==> src/rtl/llds_pkg.sv <==
package llds_pkg;

  localparam int unsigned CAPACITY_DEF   = 16;
  localparam int unsigned VALUE_BITS_DEF = 32;

  localparam int unsigned DATA_W   = 32;
  localparam int unsigned ACTION_W = 2;
  localparam int unsigned STATUS_W = 2;

  typedef enum logic [ACTION_W-1:0] {
    ACT_PUSH_FRONT = 2'd0,
    ACT_PUSH_BACK  = 2'd1,
    ACT_POP_FRONT  = 2'd2,
    ACT_POP_BACK   = 2'd3
  } action_e;

  typedef enum logic [STATUS_W-1:0] {
    ST_OK    = 2'd0,
    ST_FULL  = 2'd1,
    ST_EMPTY = 2'd2
  } status_e;

endpackage

==> src/rtl/llds_ram.sv <==
module llds_ram #(
  parameter int unsigned DEPTH = 16,
  parameter int unsigned WIDTH = 8,
  localparam int unsigned AW = $clog2(DEPTH)
) (
  input  logic             clk_i,
  input  logic             we_i,
  input  logic [AW-1:0]    waddr_i,
  input  logic [WIDTH-1:0] wdata_i,
  input  logic             re_i,
  input  logic [AW-1:0]    raddr_i,
  output logic [WIDTH-1:0] rdata_o
);

  logic [WIDTH-1:0] mem_q [DEPTH];
  logic [WIDTH-1:0] rdata_q;

  always_ff @(posedge clk_i) begin
    if (we_i) begin
      mem_q[waddr_i] <= wdata_i;
    end
    if (re_i) begin
      rdata_q <= mem_q[raddr_i];
    end
  end

  assign rdata_o = rdata_q;

endmodule

==> src/rtl/linked_list_deque_store_core.sv <==
// Deque of signed values kept as a singly linked list in a pool of CAPACITY slots, with the
// free slots chained through the same link memory. Each request on the slave stream is one
// action (tuser: 0 push front, 1 push back, 2 pop front, 3 pop back, value in tdata) and
// gives exactly one result on the master stream: the popped value (zero on a push or a
// failed pop) in tdata and a status in tuser (0 ok, 1 full, 2 empty). One request is worked
// at a time; the link and value memories each have one synchronous read port. A rejected
// push or pop goes straight to the result, and a push back onto a non-empty list adds a step
// that links the old tail to the new slot. A pop back of a list with L entries walks the
// links from the head through the link memory, one link a cycle, to find the node before
// the tail. No clearing pass is needed after reset: slots at or above a high-water mark
// read as their initial free chain.
module linked_list_deque_store_core import llds_pkg::*; #(
  parameter int unsigned CAPACITY   = CAPACITY_DEF,
  parameter int unsigned VALUE_BITS = VALUE_BITS_DEF
) (
  input  logic                       clk_i,
  input  logic                       rst_ni,
  input  logic                       s_axis_tvalid_i,
  output logic                       s_axis_tready_o,
  input  logic signed [DATA_W-1:0]   s_axis_tdata_i,   // [31:0] item_value
  input  logic [ACTION_W-1:0]        s_axis_tuser_i,   // [1:0] action
  output logic                       m_axis_tvalid_o,
  input  logic                       m_axis_tready_i,
  output logic signed [DATA_W-1:0]   m_axis_tdata_o,   // [31:0] popped_value
  output logic [STATUS_W-1:0]        m_axis_tuser_o    // [1:0] status
);

  localparam int unsigned IW = $clog2(CAPACITY + 1);
  localparam int unsigned AW = $clog2(CAPACITY);
  localparam logic [IW-1:0] NIL = IW'(CAPACITY);

  typedef enum logic [2:0] {
    S_IDLE,
    S_EXEC,
    S_WALK,
    S_TAIL_LINK,
    S_GIVE,
    S_DONE
  } state_e;

  function automatic logic is_slot(logic [IW-1:0] x);
    return x < NIL;
  endfunction

  state_e                   state_q;
  action_e                  action_q;
  logic [VALUE_BITS-1:0]    value_q;
  logic [IW-1:0]            slot_q;
  logic [IW-1:0]            cur_q;
  logic [IW-1:0]            walk_cnt_q;
  logic [IW-1:0]            free_head_q;
  logic [IW-1:0]            head_q;
  logic [IW-1:0]            tail_q;
  logic [IW-1:0]            hwm_q;
  logic [IW-1:0]            rd_addr_q;
  logic signed [DATA_W-1:0] popped_q;
  status_e                  status_q;
  logic                     out_valid_q;
  logic signed [DATA_W-1:0] out_data_q;
  status_e                  out_status_q;

  logic                  in_accept;
  action_e               in_action;
  logic                  link_re, link_we, val_re, val_we;
  logic [IW-1:0]         link_raddr, link_waddr, link_wdata, val_raddr;
  logic [IW-1:0]         link_rdata, link_eff;
  logic [VALUE_BITS-1:0] val_rdata;
  logic signed [DATA_W-1:0] val_wide;
  logic                  walk_more;

  assign s_axis_tready_o = (state_q == S_IDLE);
  assign in_accept       = s_axis_tvalid_i && s_axis_tready_o;
  assign in_action       = action_e'(s_axis_tuser_i);

  // slots at or above the high-water mark were never taken and still link to the next one
  assign link_eff  = (rd_addr_q >= hwm_q) ? rd_addr_q + IW'(1) : link_rdata;
  assign val_wide  = DATA_W'(signed'(val_rdata));
  assign walk_more = is_slot(link_eff) && (link_eff != tail_q) && (walk_cnt_q < NIL);

  always_comb begin
    link_re    = 1'b0;
    link_raddr = head_q;
    val_re     = 1'b0;
    val_raddr  = head_q;
    link_we    = 1'b0;
    link_waddr = slot_q;
    link_wdata = free_head_q;
    val_we     = 1'b0;
    unique case (state_q)
      S_IDLE: begin
        if (in_accept) begin
          unique case (in_action)
            ACT_PUSH_FRONT, ACT_PUSH_BACK: begin
              link_re    = is_slot(free_head_q);
              link_raddr = free_head_q;
            end
            ACT_POP_FRONT: begin
              link_re   = is_slot(head_q) && is_slot(tail_q);
              val_re    = link_re;
              val_raddr = head_q;
            end
            ACT_POP_BACK: begin
              link_re   = is_slot(head_q) && is_slot(tail_q);
              val_re    = link_re;
              val_raddr = tail_q;
            end
          endcase
        end
      end
      S_EXEC: begin
        unique case (action_q)
          ACT_PUSH_FRONT: begin
            link_we    = 1'b1;
            link_wdata = is_slot(head_q) ? head_q : NIL;
            val_we     = 1'b1;
          end
          ACT_PUSH_BACK: begin
            link_we    = 1'b1;
            link_wdata = NIL;
            val_we     = 1'b1;
          end
          ACT_POP_FRONT: begin
            link_we = 1'b1;
          end
          ACT_POP_BACK: begin
            if (head_q == tail_q) begin
              link_we = 1'b1;
            end else if (walk_more) begin
              link_re    = 1'b1;
              link_raddr = link_eff;
            end else begin
              link_we    = 1'b1;
              link_waddr = cur_q;
              link_wdata = NIL;
            end
          end
        endcase
      end
      S_WALK: begin
        if (walk_more) begin
          link_re    = 1'b1;
          link_raddr = link_eff;
        end else begin
          link_we    = 1'b1;
          link_waddr = cur_q;
          link_wdata = NIL;
        end
      end
      S_TAIL_LINK: begin
        link_we    = 1'b1;
        link_waddr = tail_q;
        link_wdata = slot_q;
      end
      S_GIVE: begin
        link_we = 1'b1;
      end
      S_DONE: begin
      end
      default: begin
      end
    endcase
  end

  llds_ram #(
    .DEPTH(CAPACITY),
    .WIDTH(IW)
  ) u_link_ram (
    .clk_i   (clk_i),
    .we_i    (link_we),
    .waddr_i (AW'(link_waddr)),
    .wdata_i (link_wdata),
    .re_i    (link_re),
    .raddr_i (AW'(link_raddr)),
    .rdata_o (link_rdata)
  );

  llds_ram #(
    .DEPTH(CAPACITY),
    .WIDTH(VALUE_BITS)
  ) u_value_ram (
    .clk_i   (clk_i),
    .we_i    (val_we),
    .waddr_i (AW'(slot_q)),
    .wdata_i (value_q),
    .re_i    (val_re),
    .raddr_i (AW'(val_raddr)),
    .rdata_o (val_rdata)
  );

  always_ff @(posedge clk_i or negedge rst_ni) begin
    if (!rst_ni) begin
      state_q      <= S_IDLE;
      action_q     <= ACT_PUSH_FRONT;
      value_q      <= '0;
      slot_q       <= '0;
      cur_q        <= '0;
      walk_cnt_q   <= '0;
      free_head_q  <= '0;
      head_q       <= NIL;
      tail_q       <= NIL;
      hwm_q        <= '0;
      rd_addr_q    <= '0;
      popped_q     <= '0;
      status_q     <= ST_OK;
      out_valid_q  <= 1'b0;
      out_data_q   <= '0;
      out_status_q <= ST_OK;
    end else begin
      // in S_DONE the output register is handled below
      if (m_axis_tready_i && (state_q != S_DONE)) begin
        out_valid_q <= 1'b0;
      end
      if (link_re) begin
        rd_addr_q <= link_raddr;
      end
      unique case (state_q)
        S_IDLE: begin
          if (in_accept) begin
            action_q   <= in_action;
            value_q    <= VALUE_BITS'(s_axis_tdata_i);
            cur_q      <= head_q;
            walk_cnt_q <= '0;
            popped_q   <= '0;
            status_q   <= ST_OK;
            unique case (in_action)
              ACT_PUSH_FRONT, ACT_PUSH_BACK: begin
                slot_q <= free_head_q;
                if (is_slot(free_head_q)) begin
                  state_q <= S_EXEC;
                end else begin
                  status_q <= ST_FULL;
                  state_q  <= S_DONE;
                end
              end
              ACT_POP_FRONT, ACT_POP_BACK: begin
                slot_q <= (in_action == ACT_POP_FRONT) ? head_q : tail_q;
                if (is_slot(head_q) && is_slot(tail_q)) begin
                  state_q <= S_EXEC;
                end else begin
                  status_q <= ST_EMPTY;
                  state_q  <= S_DONE;
                end
              end
            endcase
          end
        end
        S_EXEC: begin
          unique case (action_q)
            ACT_PUSH_FRONT: begin
              free_head_q <= link_eff;
              if (slot_q == hwm_q) begin
                hwm_q <= hwm_q + IW'(1);
              end
              head_q <= slot_q;
              if (!is_slot(tail_q)) begin
                tail_q <= slot_q;
              end
              state_q <= S_DONE;
            end
            ACT_PUSH_BACK: begin
              free_head_q <= link_eff;
              if (slot_q == hwm_q) begin
                hwm_q <= hwm_q + IW'(1);
              end
              if (is_slot(tail_q) && is_slot(head_q)) begin
                state_q <= S_TAIL_LINK;
              end else begin
                head_q  <= slot_q;
                tail_q  <= slot_q;
                state_q <= S_DONE;
              end
            end
            ACT_POP_FRONT: begin
              popped_q    <= val_wide;
              free_head_q <= slot_q;
              if (is_slot(link_eff)) begin
                head_q <= link_eff;
              end else begin
                head_q <= NIL;
                tail_q <= NIL;
              end
              state_q <= S_DONE;
            end
            ACT_POP_BACK: begin
              popped_q <= val_wide;
              if (head_q == tail_q) begin
                head_q      <= NIL;
                tail_q      <= NIL;
                free_head_q <= slot_q;
                state_q     <= S_DONE;
              end else if (walk_more) begin
                cur_q      <= link_eff;
                walk_cnt_q <= walk_cnt_q + IW'(1);
                state_q    <= S_WALK;
              end else begin
                tail_q  <= cur_q;
                state_q <= S_GIVE;
              end
            end
          endcase
        end
        S_WALK: begin
          if (walk_more) begin
            cur_q      <= link_eff;
            walk_cnt_q <= walk_cnt_q + IW'(1);
          end else begin
            tail_q  <= cur_q;
            state_q <= S_GIVE;
          end
        end
        S_TAIL_LINK: begin
          tail_q  <= slot_q;
          state_q <= S_DONE;
        end
        S_GIVE: begin
          free_head_q <= slot_q;
          state_q     <= S_DONE;
        end
        S_DONE: begin
          // wait here only while the previous result is still held by the sink
          if (!out_valid_q || m_axis_tready_i) begin
            out_valid_q  <= 1'b1;
            out_data_q   <= popped_q;
            out_status_q <= status_q;
            state_q      <= S_IDLE;
          end
        end
        default: begin
          state_q <= S_IDLE;
        end
      endcase
    end
  end

  assign m_axis_tvalid_o = out_valid_q;
  assign m_axis_tdata_o  = out_data_q;
  assign m_axis_tuser_o  = out_status_q;

  a_hwm_bound: assert property (@(posedge clk_i) disable iff (!rst_ni)
    hwm_q <= NIL)
    else $error("high-water mark beyond pool size");

  a_free_head_range: assert property (@(posedge clk_i) disable iff (!rst_ni)
    free_head_q <= NIL)
    else $error("free head holds a stray index");

  a_head_tail_agree: assert property (@(posedge clk_i) disable iff (!rst_ni)
    is_slot(head_q) == is_slot(tail_q))
    else $error("list head and tail disagree on emptiness");

  a_link_port_conflict: assert property (@(posedge clk_i) disable iff (!rst_ni)
    !(link_re && link_we))
    else $error("link memory read and written in the same cycle");

  a_no_accept_while_busy: assert property (@(posedge clk_i) disable iff (!rst_ni)
    in_accept |=> !s_axis_tready_o)
    else $error("request accepted while another is in progress");

endmodule

==> config.mk <==
export PLATFORM = sky130hd
export DESIGN_NAME = linked_list_deque_store_core
export DESIGN_NICKNAME = d
export VERILOG_FILES = /design/src/rtl/llds_pkg.sv /design/src/rtl/llds_ram.sv /design/src/rtl/linked_list_deque_store_core.sv
export SDC_FILE = /design/constraint.sdc
export NUM_CORES = 1
export LEC_CHECK = 0
export BUFFER_PORTS_ARGS = -buffer_cell sky130_fd_sc_hd__buf_2
export CELL_PAD_IN_SITES_DETAIL_PLACEMENT = 2
export CELL_PAD_IN_SITES_GLOBAL_PLACEMENT = 2
export CORE_MARGIN = 2
export CORE_UTILIZATION = 40
export DETAILED_ROUTE_END_ITERATION = 7
export PLACE_DENSITY = 0.67
export SYNTH_ARGS = -nofsm -noshare
export SYNTH_HDL_FRONTEND = slang
export SYNTH_SLANG_ARGS = --single-unit
export TNS_END_PERCENT = 10
==> constraint.sdc <==
create_clock -name clk_i -period 10.1 [get_ports clk_i]
set_input_delay 0 -clock clk_i [delete_from_list [all_inputs] [get_ports clk_i]]
set_output_delay 0 -clock clk_i [all_outputs]
set_load 0.005 [all_outputs]
==> metrics <==
GRT Util Overall=0.236; initial DRC count=1230; area added between synthesis and finish=15.7%; post-layout minimum cycle time=5.85 ns; worst r2r dst=u_value_ram.rdata_o[11]; placer's final routability congestion estimate=0.844; number of global-route vias before repair=20300; post-route fraction of the period consumed by the critical path=0.579; HPWL after detailed placement=52400 um; Worst EP arrival=6.18 ns; cell breakdown of the critical path=or3_1, inv_1, and2_2, buf_4, and3_1, mux2i_4, buf_4, buf_12, mux4_2, and2_1, a211oi_1, a31oi_1; Mapped Cells=1957; synth top area cells=sky130_fd_sc_hd__edfxtp_1, sky130_fd_sc_hd__dfrtp_1, sky130_fd_sc_hd__mux4_2, sky130_fd_sc_hd__nand2_1, sky130_fd_sc_hd__mux2_2; initial core utilization=0.406; post-route core utilization=0.469; wire length of the first global-routing pass=140000 um; Setup Fix Bufs, Post-CTS=0; Die Height=285 um; sum of overflow across all layers after global routing=0; Most used DFF post-synth=sky130_fd_sc_hd__edfxtp_1; die footprint=81100 um2; maximum count of clock buffers along a single path=3; Critical Path Source Type=flop; Antenna Nets Post-Route=0; LEAKAGE=13.0 nW; core area=77700 um2; Critical Path Fanout Max=100; Clock Latency Late Sink=0.65 ns; number of remaining DRC errors=0; RSZ-0062 raised after global routing=false; f_max=171 MHz; count of H-tree levels built during CTS=3; Root Buffer=sky130_fd_sc_hd__clkbuf_16; number of flops mapped to enable cells by yosys=629; Critical R2R Launch=state_q[1]; Synth Register Bits=775; Die Span X=285 um; proportion of netlist area held by the largest area contributor=0.599; max-cap violations=0; outcome=completed; layout cells sized above 1=0.219; GR Layer Usage met1=0.316; relative slew slack=0.159; clock transition time at the flip-flop clock pins of the worst setup and hold paths=0.07 ns; Worst path max stage delay=0.67 ns; worst-margin pin slew=1.26 ns; post-synthesis instance area=31500 um2; initial antenna violation count=0; drt wl/cell=29.7 um; number of nets at the end of the flow=2127; GRT met3 Usage=0.0328; worst min path class=in -> async; Worst path slowest cell=sky130_fd_sc_hd__dfrtp_1; critical setup path kind=reg -> reg; synthesized area per cell=16.1 um2; Critical Path Most Common Cell=sky130_fd_sc_hd__buf_4; data required time at the worst endpoint=10.43 ns; async set-or-reset flop fraction in the synthesized netlist=0.188; Worst setup EP type=flop; max-slew violation total from the final report=0; total power divided by cell area=320 nW/um2; hold violation total from the final report=0; Clock Skews=0.0347 ns; flop2flop setup slack=4.25 ns; clock buffers created by TritonCTS=85; # fillers=7231; aggregate routed wire length=94700 um; maximum number of pins on one net before global-route repair=129; cell count of the worst reg-to-reg path=12; Max rail drop VDD=0.000168 V; antenna diode instance count=0; summed negative setup slack over all endpoints=0 ns; post-synthesis cell type count=76; number of port buffers=73; vias after detailed routing=18400; leading cell type in the layout, fill and taps excluded=sky130_fd_sc_hd__edfxtp_1; number of vias per cell after detailed routing=5.75; CTS tree=built; placement row count=102; Ports=74; final setup vio count=0; top library cells by usage in the layout, fill and taps aside=sky130_fd_sc_hd__edfxtp_1, sky130_fd_sc_hd__nand2_1, sky130_fd_sc_hd__dfrtp_1; Clock Sink Count=775; Warnings, synthesis=0; part of the Yosys area used for sequential elements=0.715; GRT Max-Usage Layer=met2; Post-Synthesis Net Count=2004; met2 capacity usage during global routing=0.404; Initial DRT Pass Iterations=5; cell accounting for the most synthesized area=sky130_fd_sc_hd__edfxtp_1
cells in the mapped netlist (6+ instances only):
library cell	number
sky130_fd_sc_hd__edfxtp_1	629
sky130_fd_sc_hd__nand2_1	291
sky130_fd_sc_hd__dfrtp_1	144
sky130_fd_sc_hd__mux4_2	138
sky130_fd_sc_hd__clkbuf_1	77
sky130_fd_sc_hd__nor2_1	71
sky130_fd_sc_hd__nand3_1	67
sky130_fd_sc_hd__o21ai_0	51
sky130_fd_sc_hd__a21oi_1	48
sky130_fd_sc_hd__a31oi_1	44
sky130_fd_sc_hd__mux2_2	42
sky130_fd_sc_hd__and2_1	36
sky130_fd_sc_hd__a211oi_1	34
sky130_fd_sc_hd__inv_1	26
sky130_fd_sc_hd__buf_2	24
sky130_fd_sc_hd__nor3_1	22
sky130_fd_sc_hd__mux2i_1	15
sky130_fd_sc_hd__o211ai_1	13
sky130_fd_sc_hd__o22ai_1	12
sky130_fd_sc_hd__xnor2_1	12
sky130_fd_sc_hd__nand2b_1	11
sky130_fd_sc_hd__buf_1	9
sky130_fd_sc_hd__ha_1	9
sky130_fd_sc_hd__and3_1	7
sky130_fd_sc_hd__xor2_1	7
sky130_fd_sc_hd__a21o_1	6
sky130_fd_sc_hd__a221oi_1	6
sky130_fd_sc_hd__a22o_1	6
sky130_fd_sc_hd__nor3b_1	6
stage by stage:
step                      total power, mW  instances  setup slack [ns]  hold slack (ns)  cell area [um2]
after global placement               8.30       2996              4.55            0.190            33200
final                                11.7       3191              4.25           0.0792            36500
after floorplan                      7.12       1957              6.21           -0.296            31500
after detailed placement             8.53       2996              4.25            0.199            33200
after CTS                            11.8       3191              4.16           0.0561            36500
after global routing                 12.2       3191              3.88           0.0876            36500
metal layers:
metal  vias to the layer above  share of wire
li1                       7807              -
met1                      9922           0.43
met2                       489           0.51
met4                         0          0.022
met5                         -              0
met3                       139          0.043
kinds of logic (layout without fill, tap and decap cells):
family	after synthesis	in the layout	share of synthesized area
multiplexers	200	200	0.121
adder cells (fa/ha/maj)	9	9	0.00357
AND/OR/NAND/NOR	532	532	0.0740
flip-flops	775	775	0.715
buffers and inverters	139	333	0.0182
AO/OA/AOI/OAI	282	282	0.0622
XOR/XNOR	20	20	0.00599
how the worst max path moves through the flow:
stage / startpoint / to / depth (start not counted) / slack (ns)
after detailed placement: state_q[1] / u_value_ram.rdata_o[11] / 12 / 4.25
after floorplan: rd_addr_q[0] / u_link_ram.rdata_o[0] / 14 / 6.21
after CTS: state_q[1] / u_value_ram.rdata_o[11] / 12 / 4.16
final: state_q[1] / u_value_ram.rdata_o[11] / 12 / 4.25
after global routing: state_q[1] / u_value_ram.rdata_o[18] / 12 / 3.88
after global placement: state_q[1] / u_value_ram.rdata_o[24] / 12 / 4.55
layout make-up:
class	count	area, um2	share of cell area
inverters	26	97.6	0.00268
well taps	1040	1300	0.0357
multi-input cells	1043	8600	0.236
clock inverters	38	464	0.0127
flip-flops and latches	775	22500	0.618
repair buffers	149	1060	0.0291
clock buffers	120	2390	0.0656
what timing repair did:
action                                 CTS  global route
endpoints found under the hold margin  134             0
hold buffers                            37             0
gates resized for setup                  0             0
power breakdown:
group / switching [mW] / internal (mW)
Sequential: 0.581 / 4.32
Clock: 1.32 / 1.87
Combinational: 2.25 / 1.32
Total: 4.15 / 7.51
critical path, delay by kind of cell, from the launching register on:
kind	cells	cell delay [ns]
and+or+nand+nor	4	1.47
muxes	2	0.91
AOI/OAI and AO/OA	2	0.42
DFF	1	0.67
buffers and inverters	4	1.81
flip-flops by register name, summed over array words and instances, names as in the netlist, 32 cells and up:
| signal | count |
|---|---|
| u_value_ram.mem_q | 512 |
| popped_q | 32 |
| u_value_ram.rdata_o | 32 |
| m_axis_tdata_o | 32 |
| value_q | 32 |
| u_link_ram.mem_q | 80 |
Note: power is estimated with default switching activity, not from simulation.
